**src/rtl/core/heg_pkg.sv**
```systemverilog
package heg_pkg;

    localparam int QDepth = 4;
    localparam int QAw    = $clog2(QDepth);
    localparam int RunMax = 6;
    localparam int IdxW   = $clog2(RunMax);

    localparam logic [7:0] ChAmp  = 8'h26;
    localparam logic [7:0] ChHash = 8'h23;
    localparam logic [7:0] ChSemi = 8'h3B;
    localparam logic [7:0] ChSp   = 8'h20;
    localparam logic [7:0] ChZero = 8'h30;
    localparam logic [7:0] ChLt   = 8'h3C;
    localparam logic [7:0] ChGt   = 8'h3E;
    localparam logic [7:0] ChQuot = 8'h22;
    localparam logic [7:0] ChApos = 8'h27;
    localparam logic [7:0] ChTab  = 8'h09;
    localparam logic [7:0] ChLf   = 8'h0A;
    localparam logic [7:0] ChCr   = 8'h0D;

    // bytes[0] goes out first
    typedef struct packed {
        logic [IdxW-1:0]            len_m1;
        logic [RunMax-1:0][7:0]     bytes;
    } heg_run_t;

endpackage

```
**src/rtl/core/heg_front.sv**
```systemverilog
module heg_front import heg_pkg::*; (
    input  logic [7:0] in_byte,
    output heg_run_t   run
);

    logic [1:0] hund;
    logic [7:0] rem8;
    logic [6:0] rem;
    logic [14:0] prod;
    logic [3:0] tens;
    logic [7:0] tens_x10;
    logic [3:0] units;
    logic [7:0] h_ch;
    logic [7:0] t_ch;

    always_comb begin
        if (in_byte >= 8'd200) begin
            hund = 2'd2;
            rem8 = in_byte - 8'd200;
        end else if (in_byte >= 8'd100) begin
            hund = 2'd1;
            rem8 = in_byte - 8'd100;
        end else begin
            hund = 2'd0;
            rem8 = in_byte;
        end
        rem      = rem8[6:0];
        // x / 10 == (x * 205) >> 11 for x < 100
        prod     = 15'(rem) * 15'd205;
        tens     = prod[14:11];
        tens_x10 = {4'd0, tens} * 8'd10;
        units    = 4'(rem8 - tens_x10);
        h_ch     = (hund != 2'd0) ? (ChZero + {6'd0, hund}) : ChSp;
        t_ch     = (hund != 2'd0 || tens != 4'd0) ? (ChZero + {4'd0, tens}) : ChSp;
    end

    always_comb begin
        run.bytes  = '0;
        run.len_m1 = '0;
        case (in_byte)
            ChLt: begin
                run.bytes[0] = ChAmp; run.bytes[1] = 8'h6C;
                run.bytes[2] = 8'h74; run.bytes[3] = ChSemi;
                run.len_m1   = IdxW'(3);
            end
            ChGt: begin
                run.bytes[0] = ChAmp; run.bytes[1] = 8'h67;
                run.bytes[2] = 8'h74; run.bytes[3] = ChSemi;
                run.len_m1   = IdxW'(3);
            end
            ChQuot: begin
                run.bytes[0] = ChAmp; run.bytes[1] = 8'h71;
                run.bytes[2] = 8'h75; run.bytes[3] = 8'h6F;
                run.bytes[4] = 8'h74; run.bytes[5] = ChSemi;
                run.len_m1   = IdxW'(5);
            end
            ChAmp: begin
                run.bytes[0] = ChAmp; run.bytes[1] = 8'h61;
                run.bytes[2] = 8'h6D; run.bytes[3] = 8'h70;
                run.bytes[4] = ChSemi;
                run.len_m1   = IdxW'(4);
            end
            ChApos: begin
                run.bytes[0] = ChAmp; run.bytes[1] = ChHash;
                run.bytes[2] = 8'h33; run.bytes[3] = 8'h39;
                run.bytes[4] = ChSemi;
                run.len_m1   = IdxW'(4);
            end
            default: begin
                if ((in_byte inside {[8'h00:8'h1F], [8'h7F:8'hFF]})
                    && !(in_byte inside {ChTab, ChLf, ChCr})) begin
                    run.bytes[0] = ChAmp;
                    run.bytes[1] = ChHash;
                    run.bytes[2] = h_ch;
                    run.bytes[3] = t_ch;
                    run.bytes[4] = ChZero + {4'd0, units};
                    run.bytes[5] = ChSemi;
                    run.len_m1   = IdxW'(5);
                end else begin
                    run.bytes[0] = in_byte;
                    run.len_m1   = '0;
                end
            end
        endcase
    end

endmodule

```
**src/rtl/core/heg_queue.sv**
```systemverilog
module heg_queue import heg_pkg::*; (
    input  logic     aclk,
    input  logic     aresetn,
    input  logic     push,
    input  heg_run_t push_data,
    output logic     full,
    input  logic     pop,
    output heg_run_t head,
    output logic     empty
);

    heg_run_t       mem_reg [QDepth];
    logic [QAw-1:0] wr_ptr_reg, wr_ptr_next;
    logic [QAw-1:0] rd_ptr_reg, rd_ptr_next;
    logic [QAw:0]   count_reg, count_next;

    assign full  = (count_reg == (QAw+1)'(QDepth));
    assign empty = (count_reg == '0);
    assign head  = mem_reg[rd_ptr_reg];

    always_comb begin
        wr_ptr_next = push ? wr_ptr_reg + 1'b1 : wr_ptr_reg;
        rd_ptr_next = pop  ? rd_ptr_reg + 1'b1 : rd_ptr_reg;
        count_next  = count_reg + (QAw+1)'(push) - (QAw+1)'(pop);
    end

    always_ff @(posedge aclk) begin
        if (!aresetn) begin
            wr_ptr_reg <= '0;
            rd_ptr_reg <= '0;
            count_reg  <= '0;
        end else begin
            wr_ptr_reg <= wr_ptr_next;
            rd_ptr_reg <= rd_ptr_next;
            count_reg  <= count_next;
        end
    end

    always_ff @(posedge aclk) begin
        if (push) begin
            mem_reg[wr_ptr_reg] <= push_data;
        end
    end

endmodule

```
**src/rtl/core/heg_back.sv**
```systemverilog
module heg_back import heg_pkg::*; (
    input  logic       aclk,
    input  logic       aresetn,
    input  heg_run_t   head,
    input  logic       empty,
    output logic       pop,
    output logic       m_valid,
    input  logic       m_ready,
    output logic [7:0] m_out_byte,
    output logic       m_last_of_run
);

    logic [IdxW-1:0] idx_reg, idx_next;
    logic            valid_reg, valid_next;
    logic [7:0]      byte_reg;
    logic            last_reg;
    logic            load;
    logic            at_end;

    assign load   = !empty && (!valid_reg || m_ready);
    assign at_end = (idx_reg == head.len_m1);
    assign pop    = load && at_end;

    always_comb begin
        idx_next   = idx_reg;
        valid_next = valid_reg;
        if (load) begin
            valid_next = 1'b1;
            idx_next   = at_end ? '0 : idx_reg + 1'b1;
        end else if (m_ready) begin
            valid_next = 1'b0;
        end
    end

    always_ff @(posedge aclk) begin
        if (!aresetn) begin
            idx_reg   <= '0;
            valid_reg <= 1'b0;
        end else begin
            idx_reg   <= idx_next;
            valid_reg <= valid_next;
        end
    end

    always_ff @(posedge aclk) begin
        if (load) begin
            byte_reg <= head.bytes[idx_reg];
            last_reg <= at_end;
        end
    end

    assign m_valid       = valid_reg;
    assign m_out_byte    = byte_reg;
    assign m_last_of_run = last_reg;

endmodule

```
**src/rtl/core/html_entity_escaper.sv**
```systemverilog
// HTML entity escaper. Each input byte becomes a run of one to six output
// bytes, the final one flagged by m_last_of_run: markup characters turn into
// named or numeric entities, control and high bytes (other than tab, newline
// and carriage return) into "&#ddd;" with space padding, all else passes as is.
// Output runs at one byte per cycle while m_ready is high, so a longer run
// holds the output longer. A four-entry queue of classified runs sits
// between the input classifier and the output sequencer, so input keeps
// flowing while a long run drains, until the queue fills. An input byte
// reaches the output through a queue entry and the output byte register.
module html_entity_escaper import heg_pkg::*; (
    input  logic       aclk,
    input  logic       aresetn,
    input  logic       s_valid,
    output logic       s_ready,
    input  logic [7:0] s_in_byte,
    output logic       m_valid,
    input  logic       m_ready,
    output logic [7:0] m_out_byte,
    output logic       m_last_of_run
);

    heg_run_t run;
    heg_run_t head;
    logic     full;
    logic     empty;
    logic     pop;
    logic     push;

    assign s_ready = !full;
    assign push    = s_valid && !full;

    heg_front u_front (
        .in_byte (s_in_byte),
        .run     (run)
    );

    heg_queue u_queue (
        .aclk      (aclk),
        .aresetn   (aresetn),
        .push      (push),
        .push_data (run),
        .full      (full),
        .pop       (pop),
        .head      (head),
        .empty     (empty)
    );

    heg_back u_back (
        .aclk          (aclk),
        .aresetn       (aresetn),
        .head          (head),
        .empty         (empty),
        .pop           (pop),
        .m_valid       (m_valid),
        .m_ready       (m_ready),
        .m_out_byte    (m_out_byte),
        .m_last_of_run (m_last_of_run)
    );

endmodule

```
**config.mk**
```make
export PLATFORM = sky130hd
export DESIGN_NAME = html_entity_escaper
export DESIGN_NICKNAME = d
export VERILOG_FILES = /design/src/rtl/core/heg_pkg.sv /design/src/rtl/core/heg_front.sv /design/src/rtl/core/heg_queue.sv /design/src/rtl/core/heg_back.sv /design/src/rtl/core/html_entity_escaper.sv
export SDC_FILE = /design/constraint.sdc
export NUM_CORES = 1
export LEC_CHECK = 0
export BUFFER_PORTS_ARGS = -buffer_cell sky130_fd_sc_hd__buf_2
export CORE_MARGIN = 2
export CORE_UTILIZATION = 25
export CTS_CLUSTER_DIAMETER = 50
export DETAILED_ROUTE_END_ITERATION = 16
export PLACE_DENSITY = 0.5
export REMOVE_ABC_BUFFERS = 1
export SYNTH_ARGS = -nofsm -noshare
export SYNTH_HDL_FRONTEND = slang
export SYNTH_SLANG_ARGS = --single-unit
export TNS_END_PERCENT = 10
```
**constraint.sdc**
```tcl
create_clock -name aclk -period 8.6 [get_ports aclk]
set_input_delay 1.29 -clock aclk [delete_from_list [all_inputs] [get_ports aclk]]
set_output_delay 1.29 -clock aclk [all_outputs]
set_load 0.02 [all_outputs]
```
==> metrics.txt <==
post-route antenna net violation count 0; Slew HR 43.8%; hold buffer count at CTS 0; Cell Rows 64; Clk network pwr share 26.2%; root buffer cell clkbuf_16; Total Die Area 0.0328 mm2; CTS tree yes; Post-Syn Area per Cell 15.0 um2; # clock sinks 158; WHS 0.479 ns; I/O pin total 23; Ys Warns 0; Core ar. 0.0307 mm2; CP Max Fanout 6; total CTS buffers 17; Post-CTS Resized 0; EDFF count, synth between 100 and 150; status finished, final reports clean; Combinational Power Share between 30% and 40%; Worst Path Required 8.83 ns; final setup skew 0.00660 ns; initial antenna violation count 0; post-layout util 29.1%; Nets approximately 620; fmax 139 MHz; Net Sw Frac between 30% and 40%; CP startpoint kind primary input; leak pwr 0.00324 uW; max FFs per register between 100 and 150; vias in the first global route 4,611; Synth Cell Area 0.00784 mm2; Post-DP HPWL 11,000 um; starting density of the core about 25%; DRT Pass-1 Iters 4; largest net degree at the start of global routing 35; fin crit share 83.8%; Synth cell types between 60 and 70; Clock Latency Late Sink 0.42 ns; Die Y 181 um; WP data arrival 7.44 ns; Setup Buffers After CTS 0; Hold WC Path Type reg2reg; final hold violation count 0; Total GRT Usage between 10% and 20%; via count 4,343; Max-Cap Viols 0; Top cell by count, worst path inv_1; crit end category flip-flop; Setup CP Type in2reg; Final setup viols 0; max-slew violation count 0; share of power burned in registers between 40% and 50%; power per cell area 298 mW/mm2; gr ovfl total 0; Synth async-reset ratio 0%; Mapped Cells between 500 and 600; Reg clk slew, reported paths 0.06 ns; Area Overhead vs Synth 14.3%; Slowest-stage cell, CP fa_1; Clock Path Buffers 2; Die Wd 181 um; Pint approximately 1800 uW; DR WL/cell 17.1 um; worst slew pin tran 0.843 ns; #FFs+latches synth approximately 160; DRT iter0 DRCs around 270; unrepaired setup endpoints after global routing false; register area share after synthesis 58.9%; Routed WL about 16,000 um; Primary FF master, synth edfxtp_1; first-pass GRT wire length 26,100 um; Port Buffers 22; maximum VDD drop 0.133 mV; # H-tree levels 4; Ant. Diodes 0; routability cong. ~0.80; detailed-route DRC error count 0; P_sw 867 uW; share of cells above drive strength 1 between 20% and 30%; fin crit period 7.21 ns; crit-path max cell delay 0.49 ns; Via density 4.52; setup tns final 0 ns
area by class of cell:
class / count / area (um2)
fillers: 3142 / 21800
flip-flops and latches: 158 / 4620
multi-input cells: 298 / 2950
well taps: 396 / 495
clock buffers: 17 / 425
inverters: 47 / 176
repair buffers: 29 / 163
clock inverters: 15 / 135
metal layers:
layer	wire (um)	share of wire, %	GRT usage (%)
met5	0	0	0
met4	181	1.1	3.22
met1	7770	47	14.0
met2	8050	49	17.1
met3	443	2.7	1.91
critical path, delay by kind of cell:
kind / cells / cell delay (ns)
adder cells (fa/ha/maj): 8 / 2.68
AO/OA/AOI/OAI: 6 / 1.23
XOR/XNOR: 4 / 0.82
AND/OR/NAND/NOR: 4 / 0.78
buffers and inverters: 7 / 0.62
power by group through the flow:
stage | Sequential, uW | Combinational [uW] | Clock [uW]
3_3_place_gp | 1100 | 876 | 0
3_5_place_dp | 1110 | 894 | 0
2_1_floorplan | 1140 | 607 | 0
4_1_cts | 1090 | 901 | 719
6_report | 1090 | 884 | 701
5_1_grt | 1100 | 1000 | 751
placed cells by master (no fill, tap or decap), types with 2 or more instances in the layout:
| master | netlist | layout |
|---|---|---|
| edfxtp_1 | 145 | 145 |
| ha_1 | 48 | 48 |
| inv_1 | 46 | 46 |
| mux4_2 | 39 | 39 |
| nand2_1 | 28 | 28 |
| o21ai_0 | 23 | 23 |
| buf_2 | 8 | 22 |
| nor2_1 | 18 | 18 |
| nand3_1 | 18 | 18 |
| clkbuf_16 | 0 | 17 |
| dfxtp_1 | 13 | 12 |
| fa_1 | 10 | 10 |
| and2_1 | 9 | 9 |
| a21oi_1 | 9 | 9 |
| xnor2_1 | 9 | 9 |
| nor3_1 | 7 | 7 |
| buf_4 | 1 | 7 |
| xor2_1 | 6 | 6 |
| nand2b_1 | 6 | 6 |
| and3_1 | 6 | 6 |
| nor2b_1 | 5 | 5 |
| mux2i_1 | 4 | 4 |
| o21a_1 | 4 | 4 |
| clkinvlp_4 | 0 | 4 |
| inv_6 | 0 | 4 |
| conb_1 | 1 | 4 |
| a21o_1 | 3 | 3 |
| nand4_1 | 3 | 3 |
| a31oi_1 | 3 | 3 |
| clkinv_4 | 0 | 3 |
| o211ai_1 | 2 | 2 |
| o31ai_1 | 2 | 2 |
| nor4b_1 | 2 | 2 |
| clkinv_2 | 0 | 2 |
metrics by stage:
stage | cells | instance area [um2] | total power, uW | setup slack (ns)
final | 960 | 8960 | 2670 | 1.39
after global routing | 960 | 8960 | 2850 | 0.895
after CTS | 960 | 8960 | 2710 | 1.40
after detailed placement | 928 | 8400 | 2000 | 0.968
after global placement | 928 | 8400 | 1980 | 1.21
after floorplan | 503 | 7740 | 1740 | 1.79
synth_stat cells (2+ instances only):
library cell / n / area share (%)
edfxtp_1: 145 / 56
ha_1: 48 / 7.7
inv_1: 46 / 2.2
mux4_2: 39 / 11
nand2_1: 28 / 1.3
o21ai_0: 23 / 1.5
nand3_1: 18 / 1.1
nor2_1: 18 / 0.86
dfxtp_1: 13 / 3.3
clkbuf_1: 11 / 0.53
fa_1: 10 / 2.6
a21oi_1: 9 / 0.57
and2_1: 9 / 0.72
xnor2_1: 9 / 1.0
buf_2: 8 / 0.51
nor3_1: 7 / 0.45
and3_1: 6 / 0.48
nand2b_1: 6 / 0.48
xor2_1: 6 / 0.67
nor2b_1: 5 / 0.40
mux2i_1: 4 / 0.51
o21a_1: 4 / 0.38
a21o_1: 3 / 0.29
a31oi_1: 3 / 0.24
nand4_1: 3 / 0.24
clkbuf_2: 2 / 0.13
nor4b_1: 2 / 0.22
o211ai_1: 2 / 0.19
o31ai_1: 2 / 0.19
final timing paths:
path / cells past startpoint / endpoint / startpoint / slack (ns)
max reg2reg: 12 / u_queue.count_reg[2] / flip-flop / 4.89
max: 29 / u_queue.mem_reg[0][35] / s_in_byte[2] / 1.39
min: 2 / u_back.m_valid / u_back.m_valid / 0.48
min reg2reg: 2 / u_back.m_valid / u_back.m_valid / 0.48
cell families (layout without fill, tap and decap cells):
family | count (synthesis) | count (layout) | synth area share (%)
DFF | 158 | 158 | 58.9
and+or+nand+nor | 113 | 113 | 7.64
buffers and inverters | 70 | 108 | 3.65
muxes | 44 | 44 | 11.9
xor gates and xnor gates | 17 | 17 | 2.17
AOI/OAI and AO/OA | 62 | 62 | 5.55
adders and majority gates | 58 | 58 | 10.2
other | 1 | 4 | 0.0478
Power figures use the tool's default switching activity.
